[config.mk]
export PLATFORM = sky130hd
export DESIGN_NAME = calendar_date_add
export DESIGN_NICKNAME = d
export VERILOG_FILES = /design/src/rtl/cda_pkg.sv /design/src/rtl/calendar_date_add.sv
export SDC_FILE = /design/constraint.sdc
export NUM_CORES = 2
export LEC_CHECK = 0
export BUFFER_PORTS_ARGS = -buffer_cell sky130_fd_sc_hd__buf_2
export CORE_MARGIN = 2
export CORE_UTILIZATION = 57
export CTS_BUF_LIST = sky130_fd_sc_hd__clkbuf_8 sky130_fd_sc_hd__clkbuf_16
export CTS_CLUSTER_DIAMETER = 60
export DETAILED_ROUTE_END_ITERATION = 12
export GPL_TIMING_DRIVEN = 0
export PLACE_DENSITY = 0.76
export SYNTH_ARGS = -nofsm -noshare
export SYNTH_HDL_FRONTEND = slang
export SYNTH_SLANG_ARGS = --single-unit
[constraint.sdc]
create_clock -name clk -period 9.6 [get_ports clk]
set_input_delay 0.96 -clock clk [delete_from_list [all_inputs] [get_ports clk]]
set_output_delay 0.96 -clock clk [all_outputs]
set_load 0.05 [all_outputs]
[src/rtl/cda_pkg.sv]
package cda_pkg;

    localparam int PIPE_DEPTH = 14;

    localparam logic [1:0] STATUS_OK    = 2'd0;
    localparam logic [1:0] STATUS_UTC   = 2'd1;
    localparam logic [1:0] STATUS_RANGE = 2'd2;

    // reciprocals, each exact (or off by one low) over the value range it sees
    localparam logic [18:0] RECIP_12     = 19'd349526;
    localparam logic [16:0] RECIP_25     = 17'd83887;
    localparam logic [17:0] RECIP_100    = 18'd167773;
    localparam logic [10:0] RECIP_146097 = 11'd1837;
    localparam logic [7:0]  RECIP_1461   = 8'd179;
    localparam logic [11:0] RECIP_153    = 12'd3427;

    localparam logic [17:0] DAYS_400Y = 18'd146097;
    localparam logic [10:0] DAYS_4Y   = 11'd1461;

    // year bias of 4800 plus 100 eras of 400 years, keeps every floor positive
    localparam logic signed [17:0] YEAR_BIAS    = 18'sd44800;
    localparam logic signed [25:0] JDN_BIAS     = 26'sd14641745;
    localparam logic [25:0]        ERA_DAY_BIAS = 26'd14641744;
    localparam logic [13:0]        YEAR_MAX     = 14'd9999;

    typedef struct packed {
        logic        pad;
        logic [22:0] day_offset;
        logic [17:0] month_offset;
        logic [14:0] year_offset;
        logic [4:0]  start_day;
        logic [3:0]  start_month;
        logic [13:0] start_year;
    } in_word_t;

    typedef struct packed {
        logic [1:0]  pad;
        logic [1:0]  status;
        logic [8:0]  year_length;
        logic [4:0]  month_length;
        logic [22:0] day_number;
        logic [4:0]  new_day;
        logic [3:0]  new_month;
        logic [13:0] new_year;
    } out_word_t;

    // days before the month, counted from march (index 0) to february (index 11)
    function automatic logic [8:0] month_start(input logic [3:0] idx);
        logic [8:0] days;
        unique case (idx)
            4'd0:    days = 9'd0;
            4'd1:    days = 9'd31;
            4'd2:    days = 9'd61;
            4'd3:    days = 9'd92;
            4'd4:    days = 9'd122;
            4'd5:    days = 9'd153;
            4'd6:    days = 9'd184;
            4'd7:    days = 9'd214;
            4'd8:    days = 9'd245;
            4'd9:    days = 9'd275;
            4'd10:   days = 9'd306;
            4'd11:   days = 9'd337;
            default: days = 9'd0;
        endcase
        return days;
    endfunction

    function automatic logic [4:0] month_days(input logic [3:0] mon, input logic leap);
        logic [4:0] days;
        unique case (mon)
            4'd2:                      days = leap ? 5'd29 : 5'd28;
            4'd4, 4'd6, 4'd9, 4'd11:   days = 5'd30;
            default:                   days = 5'd31;
        endcase
        return days;
    endfunction

endpackage

[src/rtl/calendar_date_add.sv]
// calendar_date_add: gregorian date plus signed year, month and day offsets.
// s_axis carries one request word: start date, the three offsets, and in
// tuser the utc flag (utc requests are answered with status 1 and zeros).
// m_axis carries one result word per request: new date, its julian day
// number, days in its month and year, and a status (0 ok, 1 utc,
// 2 invalid start or result year outside 1..9999, other fields zero).
// The block is a 14-register pipeline, stages 0 to 13, from s_axis to
// m_axis. It takes one word per cycle when nothing stalls; every stage
// holds one multiply by a reciprocal or a few adds, the longest being the
// 28 by 11 bit quotient estimate for the 400-year era.
// Each stage has its own valid bit and only moves when the stage after it is
// empty or moving, so bubbles close up and input keeps flowing while a
// result waits in the output register. When m_axis_tready stays low the
// pipeline fills and s_axis_tready falls once all stages hold a word.
// Reset clears the valid bits only; no result is pending after reset and
// the first request may be sent on the first cycle after it.
module calendar_date_add
    import cda_pkg::*;
(
    input  logic        clk,
    input  logic        rst_n,
    input  logic        s_axis_tvalid,
    output logic        s_axis_tready,
    // start_year[13:0] start_month[17:14] start_day[22:18] year_offset[37:23]
    // month_offset[55:38] day_offset[78:56] zero[79]
    input  logic [79:0] s_axis_tdata,
    // is_utc[0]
    input  logic        s_axis_tuser,
    output logic        m_axis_tvalid,
    input  logic        m_axis_tready,
    // new_year[13:0] new_month[17:14] new_day[22:18] day_number[45:23]
    // month_length[50:46] year_length[59:51] status[61:60] zero[63:62]
    output logic [63:0] m_axis_tdata
);

    logic [PIPE_DEPTH-1:0] valid_reg;
    logic [PIPE_DEPTH-1:0] load;

    // stage 0: input register
    in_word_t s0_word_reg;
    logic     s0_utc_reg;

    // stage 1: month offset quotient estimate
    logic [17:0] s1_mabs_next;
    logic [36:0] s1_q12_prod;
    logic [1:0]  s1_status_next;
    logic [13:0] s1_year_reg;
    logic [3:0]  s1_mon_reg;
    logic [4:0]  s1_day_reg;
    logic [14:0] s1_yoff_reg;
    logic [17:0] s1_mabs_reg;
    logic        s1_neg_reg;
    logic [13:0] s1_q12_reg;
    logic [22:0] s1_doff_reg;
    logic        s1_hasoff_reg;
    logic [1:0]  s1_status_reg;

    // stage 2: month wrap and year sum
    logic [17:0]        s2_rem_full;
    logic signed [14:0] s2_quo;
    logic signed [5:0]  s2_rem_s;
    logic signed [5:0]  s2_m0;
    logic signed [5:0]  s2_mw;
    logic signed [16:0] s2_ysum;
    logic signed [16:0] s2_yw;
    logic signed [16:0] s2_year_next;
    logic [3:0]         s2_mon_next;
    logic signed [16:0] s2_year_reg;
    logic [3:0]         s2_mon_reg;
    logic [4:0]         s2_day_reg;
    logic [22:0]        s2_doff_reg;
    logic               s2_hasoff_reg;
    logic [1:0]         s2_status_reg;

    // stage 3: year divided by 25
    logic [16:0]        s3_ytmp;
    logic [32:0]        s3_q25_prod;
    logic [15:0]        s3_yabs_reg;
    logic [11:0]        s3_q25_reg;
    logic signed [16:0] s3_year_reg;
    logic [3:0]         s3_mon_reg;
    logic [4:0]         s3_day_reg;
    logic [22:0]        s3_doff_reg;
    logic               s3_hasoff_reg;
    logic [1:0]         s3_status_reg;

    // stage 4: leap year, clamp, shifted year
    logic               s4_d25;
    logic               s4_leap;
    logic [4:0]         s4_mlen;
    logic               s4_early;
    logic signed [17:0] s4_yyp_full;
    logic [4:0]         s4_day_next;
    logic signed [23:0] s4_doff_next;
    logic [16:0]        s4_yyp_reg;
    logic [3:0]         s4_mi_reg;
    logic [4:0]         s4_day_reg;
    logic signed [23:0] s4_doff_reg;
    logic [1:0]         s4_status_reg;

    // stage 5: century quotient, 365 times year, partial day sum
    logic [34:0]        s5_q100_prod;
    logic [24:0]        s5_t365_next;
    logic signed [25:0] s5_part_next;
    logic [10:0]        s5_q100_reg;
    logic [24:0]        s5_t365_reg;
    logic signed [25:0] s5_part_reg;
    logic [1:0]         s5_status_reg;

    // stage 6: day number
    logic signed [25:0] s6_jd_next;
    logic signed [25:0] s6_jd_reg;
    logic [1:0]         s6_status_reg;

    // stage 7: era quotient estimate
    logic [25:0] s7_ap;
    logic [27:0] s7_n_next;
    logic [38:0] s7_q_prod;
    logic [27:0] s7_n_reg;
    logic [10:0] s7_q_reg;
    logic [22:0] s7_jd_reg;
    logic [1:0]  s7_status_reg;

    // stage 8: era correction, day of era
    logic [27:0] s8_r;
    logic [27:0] s8_rc;
    logic [10:0] s8_b_next;
    logic [10:0] s8_b_reg;
    logic [15:0] s8_c_reg;
    logic [22:0] s8_jd_reg;
    logic [1:0]  s8_status_reg;

    // stage 9: four-year cycle quotient estimate
    logic [17:0] s9_n_next;
    logic [25:0] s9_q_prod;
    logic [17:0] s9_n_reg;
    logic [7:0]  s9_q_reg;
    logic [10:0] s9_b_reg;
    logic [22:0] s9_jd_reg;
    logic [1:0]  s9_status_reg;

    // stage 10: four-year correction, day of year, base year
    logic [17:0]        s10_r;
    logic [17:0]        s10_rc;
    logic [7:0]         s10_e4;
    logic signed [17:0] s10_ybase_next;
    logic [8:0]         s10_e_reg;
    logic signed [17:0] s10_ybase_reg;
    logic [22:0]        s10_jd_reg;
    logic [1:0]         s10_status_reg;

    // stage 11: month index from day of year
    logic [10:0]        s11_num;
    logic [22:0]        s11_f_prod;
    logic [3:0]         s11_f_reg;
    logic [8:0]         s11_e_reg;
    logic signed [17:0] s11_ybase_reg;
    logic [22:0]        s11_jd_reg;
    logic [1:0]         s11_status_reg;

    // stage 12: calendar fields, result year divided by 25
    logic               s12_late;
    logic [8:0]         s12_d9;
    logic signed [17:0] s12_y_next;
    logic [30:0]        s12_q25_prod;
    logic signed [17:0] s12_y_reg;
    logic [3:0]         s12_m_reg;
    logic [4:0]         s12_d_reg;
    logic [9:0]         s12_q25_reg;
    logic [22:0]        s12_jd_reg;
    logic [1:0]         s12_status_reg;

    // stage 13: output register
    logic [13:0] s13_y14;
    logic        s13_d25;
    logic        s13_leap;
    logic        s13_in_range;
    out_word_t   out_next;
    out_word_t   out_reg;

    // flow control
    always_comb
    begin
        load[PIPE_DEPTH-1] = !valid_reg[PIPE_DEPTH-1] || m_axis_tready;
        for (int k = PIPE_DEPTH - 2; k >= 0; k--)
        begin
            load[k] = !valid_reg[k] || load[k+1];
        end
    end

    assign s_axis_tready = load[0];
    assign m_axis_tvalid = valid_reg[PIPE_DEPTH-1];
    assign m_axis_tdata  = out_reg;

    always_ff @(posedge clk or negedge rst_n)
    begin
        if (!rst_n)
        begin
            valid_reg <= '0;
        end
        else
        begin
            if (load[0])
            begin
                valid_reg[0] <= s_axis_tvalid;
            end
            for (int k = 1; k < PIPE_DEPTH; k++)
            begin
                if (load[k])
                begin
                    valid_reg[k] <= valid_reg[k-1];
                end
            end
        end
    end

    // stage 0
    always_ff @(posedge clk)
    begin
        if (load[0])
        begin
            s0_word_reg <= in_word_t'(s_axis_tdata);
            s0_utc_reg  <= s_axis_tuser;
        end
    end

    // stage 1
    always_comb
    begin
        s1_mabs_next = s0_word_reg.month_offset[17] ? (18'd0 - s0_word_reg.month_offset)
                                                    : s0_word_reg.month_offset;
        s1_q12_prod  = 37'(s1_mabs_next) * 37'(RECIP_12);
        if (s0_utc_reg)
        begin
            s1_status_next = STATUS_UTC;
        end
        else if (s0_word_reg.start_month == 4'd0 || s0_word_reg.start_month > 4'd12
                 || s0_word_reg.start_day == 5'd0)
        begin
            s1_status_next = STATUS_RANGE;
        end
        else
        begin
            s1_status_next = STATUS_OK;
        end
    end

    always_ff @(posedge clk)
    begin
        if (load[1])
        begin
            s1_year_reg   <= s0_word_reg.start_year;
            s1_mon_reg    <= s0_word_reg.start_month;
            s1_day_reg    <= s0_word_reg.start_day;
            s1_yoff_reg   <= s0_word_reg.year_offset;
            s1_mabs_reg   <= s1_mabs_next;
            s1_neg_reg    <= s0_word_reg.month_offset[17];
            s1_q12_reg    <= s1_q12_prod[35:22];
            s1_doff_reg   <= s0_word_reg.day_offset;
            s1_hasoff_reg <= (s0_word_reg.year_offset != 15'd0)
                          || (s0_word_reg.month_offset != 18'd0);
            s1_status_reg <= s1_status_next;
        end
    end

    // stage 2: truncating quotient and remainder, as the offset sign dictates
    always_comb
    begin
        s2_rem_full = s1_mabs_reg - ({4'd0, s1_q12_reg} * 18'd12);
        s2_quo      = s1_neg_reg ? -$signed({1'b0, s1_q12_reg}) : $signed({1'b0, s1_q12_reg});
        s2_rem_s    = s1_neg_reg ? -$signed({2'b00, s2_rem_full[3:0]})
                                 : $signed({2'b00, s2_rem_full[3:0]});
        s2_m0       = $signed({2'b00, s1_mon_reg}) - 6'sd1 + s2_rem_s;
        s2_ysum     = $signed({3'b000, s1_year_reg}) + 17'($signed(s1_yoff_reg))
                    + 17'(s2_quo);
        s2_yw       = s2_ysum;
        s2_mw       = s2_m0;
        if (s2_m0 > 6'sd11)
        begin
            s2_yw = s2_ysum + 17'sd1;
            s2_mw = s2_m0 - 6'sd12;
        end
        else if (s2_m0 < 6'sd0)
        begin
            s2_yw = s2_ysum - 17'sd1;
            s2_mw = s2_m0 + 6'sd12;
        end
        if (s1_hasoff_reg)
        begin
            s2_year_next = s2_yw;
            s2_mon_next  = s2_mw[3:0] + 4'd1;
        end
        else
        begin
            s2_year_next = $signed({3'b000, s1_year_reg});
            s2_mon_next  = s1_mon_reg;
        end
    end

    always_ff @(posedge clk)
    begin
        if (load[2])
        begin
            s2_year_reg   <= s2_year_next;
            s2_mon_reg    <= s2_mon_next;
            s2_day_reg    <= s1_day_reg;
            s2_doff_reg   <= s1_doff_reg;
            s2_hasoff_reg <= s1_hasoff_reg;
            s2_status_reg <= s1_status_reg;
        end
    end

    // stage 3
    always_comb
    begin
        s3_ytmp     = s2_year_reg[16] ? (17'd0 - 17'(s2_year_reg)) : 17'(s2_year_reg);
        s3_q25_prod = 33'(s3_ytmp[15:0]) * 33'(RECIP_25);
    end

    always_ff @(posedge clk)
    begin
        if (load[3])
        begin
            s3_yabs_reg   <= s3_ytmp[15:0];
            s3_q25_reg    <= s3_q25_prod[32:21];
            s3_year_reg   <= s2_year_reg;
            s3_mon_reg    <= s2_mon_reg;
            s3_day_reg    <= s2_day_reg;
            s3_doff_reg   <= s2_doff_reg;
            s3_hasoff_reg <= s2_hasoff_reg;
            s3_status_reg <= s2_status_reg;
        end
    end

    // stage 4: a day past the new month end is clamped, the excess moves on
    always_comb
    begin
        s4_d25       = s3_yabs_reg == ({4'd0, s3_q25_reg} * 16'd25);
        s4_leap      = (s3_yabs_reg[1:0] == 2'd0 && !s4_d25)
                    || (s3_yabs_reg[3:0] == 4'd0 && s4_d25);
        s4_mlen      = month_days(s3_mon_reg, s4_leap);
        s4_early     = s3_mon_reg <= 4'd2;
        s4_yyp_full  = 18'(s3_year_reg) + YEAR_BIAS - (s4_early ? 18'sd1 : 18'sd0);
        s4_day_next  = s3_day_reg;
        s4_doff_next = 24'($signed(s3_doff_reg));
        if (s3_hasoff_reg && s3_day_reg > s4_mlen)
        begin
            s4_day_next  = s4_mlen;
            s4_doff_next = 24'($signed(s3_doff_reg)) + $signed({19'd0, s3_day_reg - s4_mlen});
        end
    end

    always_ff @(posedge clk)
    begin
        if (load[4])
        begin
            s4_yyp_reg    <= s4_yyp_full[16:0];
            s4_mi_reg     <= s4_early ? (s3_mon_reg + 4'd9) : (s3_mon_reg - 4'd3);
            s4_day_reg    <= s4_day_next;
            s4_doff_reg   <= s4_doff_next;
            s4_status_reg <= s3_status_reg;
        end
    end

    // stage 5
    always_comb
    begin
        s5_q100_prod = 35'(s4_yyp_reg) * 35'(RECIP_100);
        s5_t365_next = 25'(s4_yyp_reg) * 25'd365;
        s5_part_next = $signed(26'(s4_day_reg)) + $signed(26'(month_start(s4_mi_reg)))
                     + $signed(26'(s4_yyp_reg[16:2])) + 26'(s4_doff_reg) - JDN_BIAS;
    end

    always_ff @(posedge clk)
    begin
        if (load[5])
        begin
            s5_q100_reg   <= s5_q100_prod[34:24];
            s5_t365_reg   <= s5_t365_next;
            s5_part_reg   <= s5_part_next;
            s5_status_reg <= s4_status_reg;
        end
    end

    // stage 6
    assign s6_jd_next = s5_part_reg + $signed(26'(s5_t365_reg)) - $signed(26'(s5_q100_reg))
                      + $signed(26'(s5_q100_reg[10:2]));

    always_ff @(posedge clk)
    begin
        if (load[6])
        begin
            s6_jd_reg     <= s6_jd_next;
            s6_status_reg <= s5_status_reg;
        end
    end

    // stage 7
    always_comb
    begin
        s7_ap     = 26'(s6_jd_reg) + ERA_DAY_BIAS;
        s7_n_next = {s7_ap, 2'b11};
        s7_q_prod = 39'(s7_n_next) * 39'(RECIP_146097);
    end

    always_ff @(posedge clk)
    begin
        if (load[7])
        begin
            s7_n_reg      <= s7_n_next;
            s7_q_reg      <= s7_q_prod[38:28];
            s7_jd_reg     <= s6_jd_reg[22:0];
            s7_status_reg <= s6_status_reg;
        end
    end

    // stage 8: estimate is exact or one low
    always_comb
    begin
        s8_r      = s7_n_reg - (28'(s7_q_reg) * 28'(DAYS_400Y));
        s8_rc     = s8_r;
        s8_b_next = s7_q_reg;
        if (s8_r >= 28'(DAYS_400Y))
        begin
            s8_rc     = s8_r - 28'(DAYS_400Y);
            s8_b_next = s7_q_reg + 11'd1;
        end
    end

    always_ff @(posedge clk)
    begin
        if (load[8])
        begin
            s8_b_reg      <= s8_b_next;
            s8_c_reg      <= s8_rc[17:2];
            s8_jd_reg     <= s7_jd_reg;
            s8_status_reg <= s7_status_reg;
        end
    end

    // stage 9
    always_comb
    begin
        s9_n_next = {s8_c_reg, 2'b11};
        s9_q_prod = 26'(s9_n_next) * 26'(RECIP_1461);
    end

    always_ff @(posedge clk)
    begin
        if (load[9])
        begin
            s9_n_reg      <= s9_n_next;
            s9_q_reg      <= s9_q_prod[25:18];
            s9_b_reg      <= s8_b_reg;
            s9_jd_reg     <= s8_jd_reg;
            s9_status_reg <= s8_status_reg;
        end
    end

    // stage 10
    always_comb
    begin
        s10_r  = s9_n_reg - (18'(s9_q_reg) * 18'(DAYS_4Y));
        s10_rc = s10_r;
        s10_e4 = s9_q_reg;
        if (s10_r >= 18'(DAYS_4Y))
        begin
            s10_rc = s10_r - 18'(DAYS_4Y);
            s10_e4 = s9_q_reg + 8'd1;
        end
        s10_ybase_next = $signed(18'(s9_b_reg) * 18'd100) + $signed(18'(s10_e4)) - YEAR_BIAS;
    end

    always_ff @(posedge clk)
    begin
        if (load[10])
        begin
            s10_e_reg      <= s10_rc[10:2];
            s10_ybase_reg  <= s10_ybase_next;
            s10_jd_reg     <= s9_jd_reg;
            s10_status_reg <= s9_status_reg;
        end
    end

    // stage 11
    always_comb
    begin
        s11_num    = (11'(s10_e_reg) * 11'd5) + 11'd2;
        s11_f_prod = 23'(s11_num) * 23'(RECIP_153);
    end

    always_ff @(posedge clk)
    begin
        if (load[11])
        begin
            s11_f_reg      <= s11_f_prod[22:19];
            s11_e_reg      <= s10_e_reg;
            s11_ybase_reg  <= s10_ybase_reg;
            s11_jd_reg     <= s10_jd_reg;
            s11_status_reg <= s10_status_reg;
        end
    end

    // stage 12: january and february belong to the next year
    always_comb
    begin
        s12_late     = s11_f_reg >= 4'd10;
        s12_d9       = s11_e_reg - month_start(s11_f_reg) + 9'd1;
        s12_y_next   = s11_ybase_reg + (s12_late ? 18'sd1 : 18'sd0);
        s12_q25_prod = 31'(s12_y_next[13:0]) * 31'(RECIP_25);
    end

    always_ff @(posedge clk)
    begin
        if (load[12])
        begin
            s12_y_reg      <= s12_y_next;
            s12_m_reg      <= s12_late ? (s11_f_reg - 4'd9) : (s11_f_reg + 4'd3);
            s12_d_reg      <= s12_d9[4:0];
            s12_q25_reg    <= s12_q25_prod[30:21];
            s12_jd_reg     <= s11_jd_reg;
            s12_status_reg <= s11_status_reg;
        end
    end

    // stage 13
    always_comb
    begin
        s13_y14      = s12_y_reg[13:0];
        s13_d25      = s13_y14 == ({4'd0, s12_q25_reg} * 14'd25);
        s13_leap     = (s13_y14[1:0] == 2'd0 && !s13_d25) || (s13_y14[3:0] == 4'd0 && s13_d25);
        s13_in_range = (s12_y_reg >= 18'sd1) && (s12_y_reg <= $signed(18'(YEAR_MAX)));
        out_next     = '0;
        if (s12_status_reg != STATUS_OK)
        begin
            out_next.status = s12_status_reg;
        end
        else if (!s13_in_range)
        begin
            out_next.status = STATUS_RANGE;
        end
        else
        begin
            out_next.new_year     = s13_y14;
            out_next.new_month    = s12_m_reg;
            out_next.new_day      = s12_d_reg;
            out_next.day_number   = s12_jd_reg;
            out_next.month_length = month_days(s12_m_reg, s13_leap);
            out_next.year_length  = s13_leap ? 9'd366 : 9'd365;
            out_next.status       = STATUS_OK;
        end
    end

    always_ff @(posedge clk)
    begin
        if (load[PIPE_DEPTH-1])
        begin
            out_reg <= out_next;
        end
    end

    // an empty output register lets the whole pipeline move
    assert property (@(posedge clk) disable iff (!rst_n)
        !valid_reg[PIPE_DEPTH-1] |-> s_axis_tready)
        else $error("input stalled with output register empty");

    // input only backs up when every stage is full and the output is stalled
    assert property (@(posedge clk) disable iff (!rst_n)
        !s_axis_tready |-> ((&valid_reg) && !m_axis_tready))
        else $error("input stalled with room in the pipeline");

    assert property (@(posedge clk) disable iff (!rst_n)
        (m_axis_tvalid && out_reg.status != STATUS_OK) |->
            (out_reg.new_year == 14'd0 && out_reg.new_month == 4'd0
             && out_reg.new_day == 5'd0 && out_reg.day_number == 23'd0
             && out_reg.month_length == 5'd0 && out_reg.year_length == 9'd0))
        else $error("failed result carries nonzero fields");

    assert property (@(posedge clk) disable iff (!rst_n)
        (m_axis_tvalid && out_reg.status == STATUS_OK) |->
            (out_reg.new_month >= 4'd1 && out_reg.new_month <= 4'd12
             && out_reg.new_day >= 5'd1 && out_reg.new_day <= out_reg.month_length
             && out_reg.new_year >= 14'd1 && out_reg.new_year <= YEAR_MAX))
        else $error("ok result is not a valid date");

endmodule

Word-level counts from Yosys, hierarchy flattened
Memory sizes are Yosys's and may differ from the RTL's. A register that Yosys moved wholly into a read port is not among the register bits.
Index checks and enable logic that the tools add are counted.

storage, ports and cells
  bits of input ports = 85
  bits in latches = 0
  memory bits (read-only) = 288
  register bits after elaboration = 855
  output and inout port bits = 66
  memories kept = 2
  word-level logic and storage cells = 257
  bits in writable memories = 0

memory list
  name              words  bits a word  read ports  clocked after memory_dff  wr ports  RTL line       source
  (name not given)  16     9            1           1                         0         cda_pkg.sv:50  unique case (idx)
  (name not given)  16     9            1           1                         0         cda_pkg.sv:50

operators by class
  $add $sub $neg = 42
  reductions and logical operators = 53
  bitwise operators = 1
  muxes and demuxes = 30
  equal/unequal tests = 12
  $mul = 15
  $lt $le $gt $ge = 10
  divide/modulo/power cells = 0
  shifts and indexed selects = 0

operator list
  cell                                                                  number
  multiplier 28 x 11 -> 39 bit (second input constant)                  1
  two-way mux 18 bit                                                    2
  multiplier 17 x 18 -> 35 bit (second input constant)                  1
  multiplier 18 x 18 -> 35 bit (second input constant)                  1
  two-way mux 17 bit                                                    2
  multiplier 16 x 17 -> 33 bit (second input constant)                  1
  multiplier 14 x 17 -> 31 bit (second input constant)                  1
  greater-or-equal comparator 28 x 18 -> 1 bit (second input constant)  1
  multiplier 11 x 18 -> 28 bit (second input constant)                  1
  two-way mux 4 bit                                                     7
  subtractor 28 bit                                                     1
  adder 26 x 10 -> 26 bit                                               1
  adder 26 x 24 -> 26 bit (second input constant)                       1
  adder 26 bit                                                          1
  multiplier 18 x 8 -> 26 bit (second input constant)                   1
  subtractor 25 x 25 -> 26 bit (second input constant)                  1
  subtractor 26 x 12 -> 26 bit                                          1
  adder 17 x 24 -> 25 bit                                               1
  multiplier 17 x 9 -> 25 bit (second input constant)                   1
  adder 23 x 6 -> 24 bit                                                1
  two-way mux 24 bit                                                    1
  multiplier 11 x 12 -> 23 bit (second input constant)                  1
  two-way mux 11 bit                                                    2
  logical OR 1 bit                                                      19
  73 further kinds                                                      112

Longest topological paths before layout
  depth in word-level cells = 15
  mapped depth = 35
  depth with buffers taken out = 35

Worst setup path before layout
Ideal clock, no wire load.

  path type = input port to flip-flop
  start point = input port m_axis_tready
  end point = register s0_utc_reg (enable)
  required time = 8.452 ns
  data arrival time = 8.402 ns
  cell stages on the path = 8
  setup slack = 0.050 ns
  setup time = 1.148 ns
  cell sequence = nand3b_1 -> nor2_1 -> nand4_1 -> nor2_1 -> and3_1 -> and2_1 -> and3_1 -> nand3_1

on the way
  cells in the longest elaborated chain, start to end = 14

RTL lines
  what                           RTL line                  source
  from (decl)                    calendar_date_add.sv:30   input logic m_axis_tready,
  logical OR 1 bit               calendar_date_add.sv:184  load[PIPE_DEPTH-1] = !valid_reg[PIPE_DEPTH-1] || m_axis_tready;
  logical OR 1 bit (5 in a row)  calendar_date_add.sv:187  load[k] = !valid_reg[k] || load[k+1];
  via load[8]                    calendar_date_add.sv:37   logic [PIPE_DEPTH-1:0] load;
  logical OR 1 bit (8 in a row)  calendar_date_add.sv:187
  via s_axis_tready              calendar_date_add.sv:23   output logic s_axis_tready,
  to (signal assigned)           calendar_date_add.sv:223  s0_utc_reg <= s_axis_tuser;
  to (decl)                      calendar_date_add.sv:41   logic s0_utc_reg;

The timed path passes the listed nets, and every way through them passes these cells.
A chain may end at the register's enable or synchronous reset.

Worst setup path in the final report
  start point = register s0_word_reg[38] (netlist bit)
  end point = register s1_q12_reg[13] (data pin)

on the way
  cells in the longest elaborated chain, start to end = 3

RTL lines
  what                              RTL line                  source
  from (decl)                       calendar_date_add.sv:40   in_word_t s0_word_reg;
  from (signal assigned)            calendar_date_add.sv:222  s0_word_reg <= in_word_t'(s_axis_tdata);
  subtractor 1 x 18 -> 18 bit       calendar_date_add.sv:230  s1_mabs_next = s0_word_reg.month_offset[17] ? (18'd0 - s0_word_reg.month_offset)
  two-way mux 18 bit (*)            calendar_date_add.sv:230
  multiplier 18 x 18 -> 35 bit (*)  calendar_date_add.sv:232  s1_q12_prod = 37'(s1_mabs_next) * 37'(RECIP_12);
  via s1_q12_prod[35]               calendar_date_add.sv:45   logic [36:0] s1_q12_prod;
  to (signal assigned)              calendar_date_add.sv:258  s1_q12_reg <= s1_q12_prod[35:22];
  to (decl)                         calendar_date_add.sv:53   logic [13:0] s1_q12_reg;

The timed path passes the listed nets; every way through them passes the cells marked *.

==> flow_summary.ini <==
[yosys]
synth_top_area_frac = 0.3142
synthTopCellsByArea = edfxtp_1 (31%), ha_1 (21%), fa_1 (21%)
synth_edf_count = 826
synth_top_area_cell = edfxtp_1
synth_top_flop_cell = edfxtp_1
yosys_warnings = 0
syn_avg_cell_area_um2 = 11.54
synth_cells = 6841
yosysSeqAreaShare = 0.3222
synth_most_common_cell = inv_1
synth_area_mm2 = 0.07893
async_flop_share = 0.01639
yosys-top-cells-count = inv_1 (1652), ha_1 (1353), edfxtp_1 (826)
synth-seq-cells = 854
synth_cell_types = 99

[routing]
vias = 47434
routed_wl_mm = 152.9
drt_iter0_drc = 2249
routedWlPerCell_um = 17.04
ant_nets = 0
firstDrtPassIters = 5
post-route-drc-count = 0
vias_per_cell = 5.287

[final_layout]
fillers = 10600
syn_to_final_growth_pct = 8.249
fin_nets = 9358
drive_above_1_share = 0.05713
largest_register_ffs = 79
final-instance-count-excl-fill = 8971

[sta]
fin_worst_skew_ns = 0.04348
fmaxAchievable_ghz = 0.1095
setup_slack_ns = 0.4693
setup-violations-final = 0
period_needed_ns = 9.131
fin_crit_sh = 0.9511
hold_viol = 0
slew_viol_final = 0
slew-limit-headroom = 0.07175
worst_slew_pin_slew_ns = 1.382
rsz0062_at_grt = false

[placed_design]
dp_hpwl_mm = 127.9
gp_congestion = 0.9133
dp.cells = 8800
port_buffers = 145
pre_cts_slack_ns = 0.1945

[clock_network]
clockBufferDepth = 3
clk_pin_slew_worst_paths_ns = 0.06
clkLatencyLatePin_ns = 0.73
cts_hold_buf = 0
cts_made_buffers = 91
clockRootBuffer = clkbuf_16
ctsHtreeMaxLevel = 3
cts.sinks = 854
cts_tree = built

[critical_path]
timing.critical_path.mode_cell = fa_1
r2r-end = s1_q12_reg[13]
rrSetupSlack_ns = 0.47
r2r_cells = 25
worstPathBufferInverterCount = 2
cpMaxStageDelayCell = edfxtp_1
required_ns = 10.05
cp-start-kind = flop
slowest_delay_ns = 0.66
crit_arrival_ns = 9.58
path_delay_family = adder cells
timing.rr.start = s0_word_reg[38]
worst-setup-path-type = reg2reg
cp_max_fo = 9
cp-end-kind = flop

[global_route]
grt_usage = 0.2264
grt_pass1_wl_mm = 256.1
gr-total-overflow = 0
antenna_found_initial = 2
grt_max_degree = 75
grt_pass1_vias = 51103

[floorplanning]
start_util = 0.5741
die_y_um = 376.1
io_pins = 151
dieArea_mm2 = 0.1415
fp-row-count = 136
chipWidth_um = 376.1
core_mm2 = 0.1375

[run]
cap_violations = 0

[run_status]
status = finished, final reports clean

[hold_path]
hold_class = in2async
-- per-stage QoR --
step | instance area, µm² | hold WS, ns | TNS, ns | util
after floorplan | 78940 | 0.4003 | 0 | -
after global placement | 81910 | 0.4003 | -722.92 | 0.5958
after detailed placement | 82280 | 0.4045 | 0 | 0.5984
after CTS | 85420 | 0.1564 | 0 | 0.6213
after global routing | 85440 | 0.1978 | 0 | 0.6214
final | 85440 | 0.2125 | 0 | 0.6214
-- cell type report --
class	instances	area (µm²)	area share
antenna	1	2.502	0.00002929
buffer	42	234.0	0.002738
clock buffer	91	2277	0.02665
clock inverter	79	863.3	0.01010
inverter	1653	6206	0.07263
multi-input combinational	4295	47140	0.5517
sequential	854	25430	0.2977
tap	1794	2245	0.02627
timing repair buffer	162	1044	0.01221
-- kinds of logic (layout without fill, tap and decap cells) --
group | count (synthesis) | count (layout) | share of synthesized area
AO/OA/AOI/OAI | 712 | 712 | 0.05862
buffers and inverters | 1695 | 2027 | 0.08157
other | 1 | 5 | 0.00004751
flip-flops | 854 | 854 | 0.3222
XOR/XNOR | 479 | 479 | 0.05363
adder cells (fa/ha/maj) | 2174 | 2174 | 0.4227
AND/OR/NAND/NOR | 905 | 905 | 0.05843
multiplexers | 21 | 21 | 0.002758
-- cell usage in the layout (no fill, tap or decap), types with 146 or more instances in the layout --
cell type / n
nand2_1: 204
fa_1: 821
o21ai_0: 152
buf_2: 146
nor2_1: 211
xnor2_1: 341
ha_1: 1353
inv_1: 1662
edfxtp_1: 826
a21oi_1: 195
-- worst max-delay path by stage --
| stage | from | end | depth (start not counted) |
|---|---|---|---|
| floorplan | m_axis_tready | s0_utc_reg | 8 |
| global placement | m_axis_tready | s_axis_tready | 10 |
| detailed placement | s11_f_reg[0] | s12_q25_reg[7] | 32 |
| CTS | s11_f_reg[0] | s12_q25_reg[7] | 32 |
| global route | s6_jd_reg[4] | s7_q_reg[8] | 29 |
| finish | s0_word_reg[38] | s1_q12_reg[13] | 25 |
-- routing by layer --
metal,up-vias,share of wire,track usage
met5,-,0,0
met4,0,0.034,0.07638
met3,259,0.032,0.02624
met2,790,0.53,0.4179
met1,23334,0.41,0.2734
li1,23051,-,-
-- what timing repair did --
| item | in CTS | in global routing |
|---|---|---|
| setup endpoints to repair | 0 | 9 |
| resized for setup | 0 | 3 |
| buffers inserted | 0 | 0 |
Power is left out: the tool's default activity adds up to more than one toggle a clock period on the data nets, which glitch-free logic cannot reach.
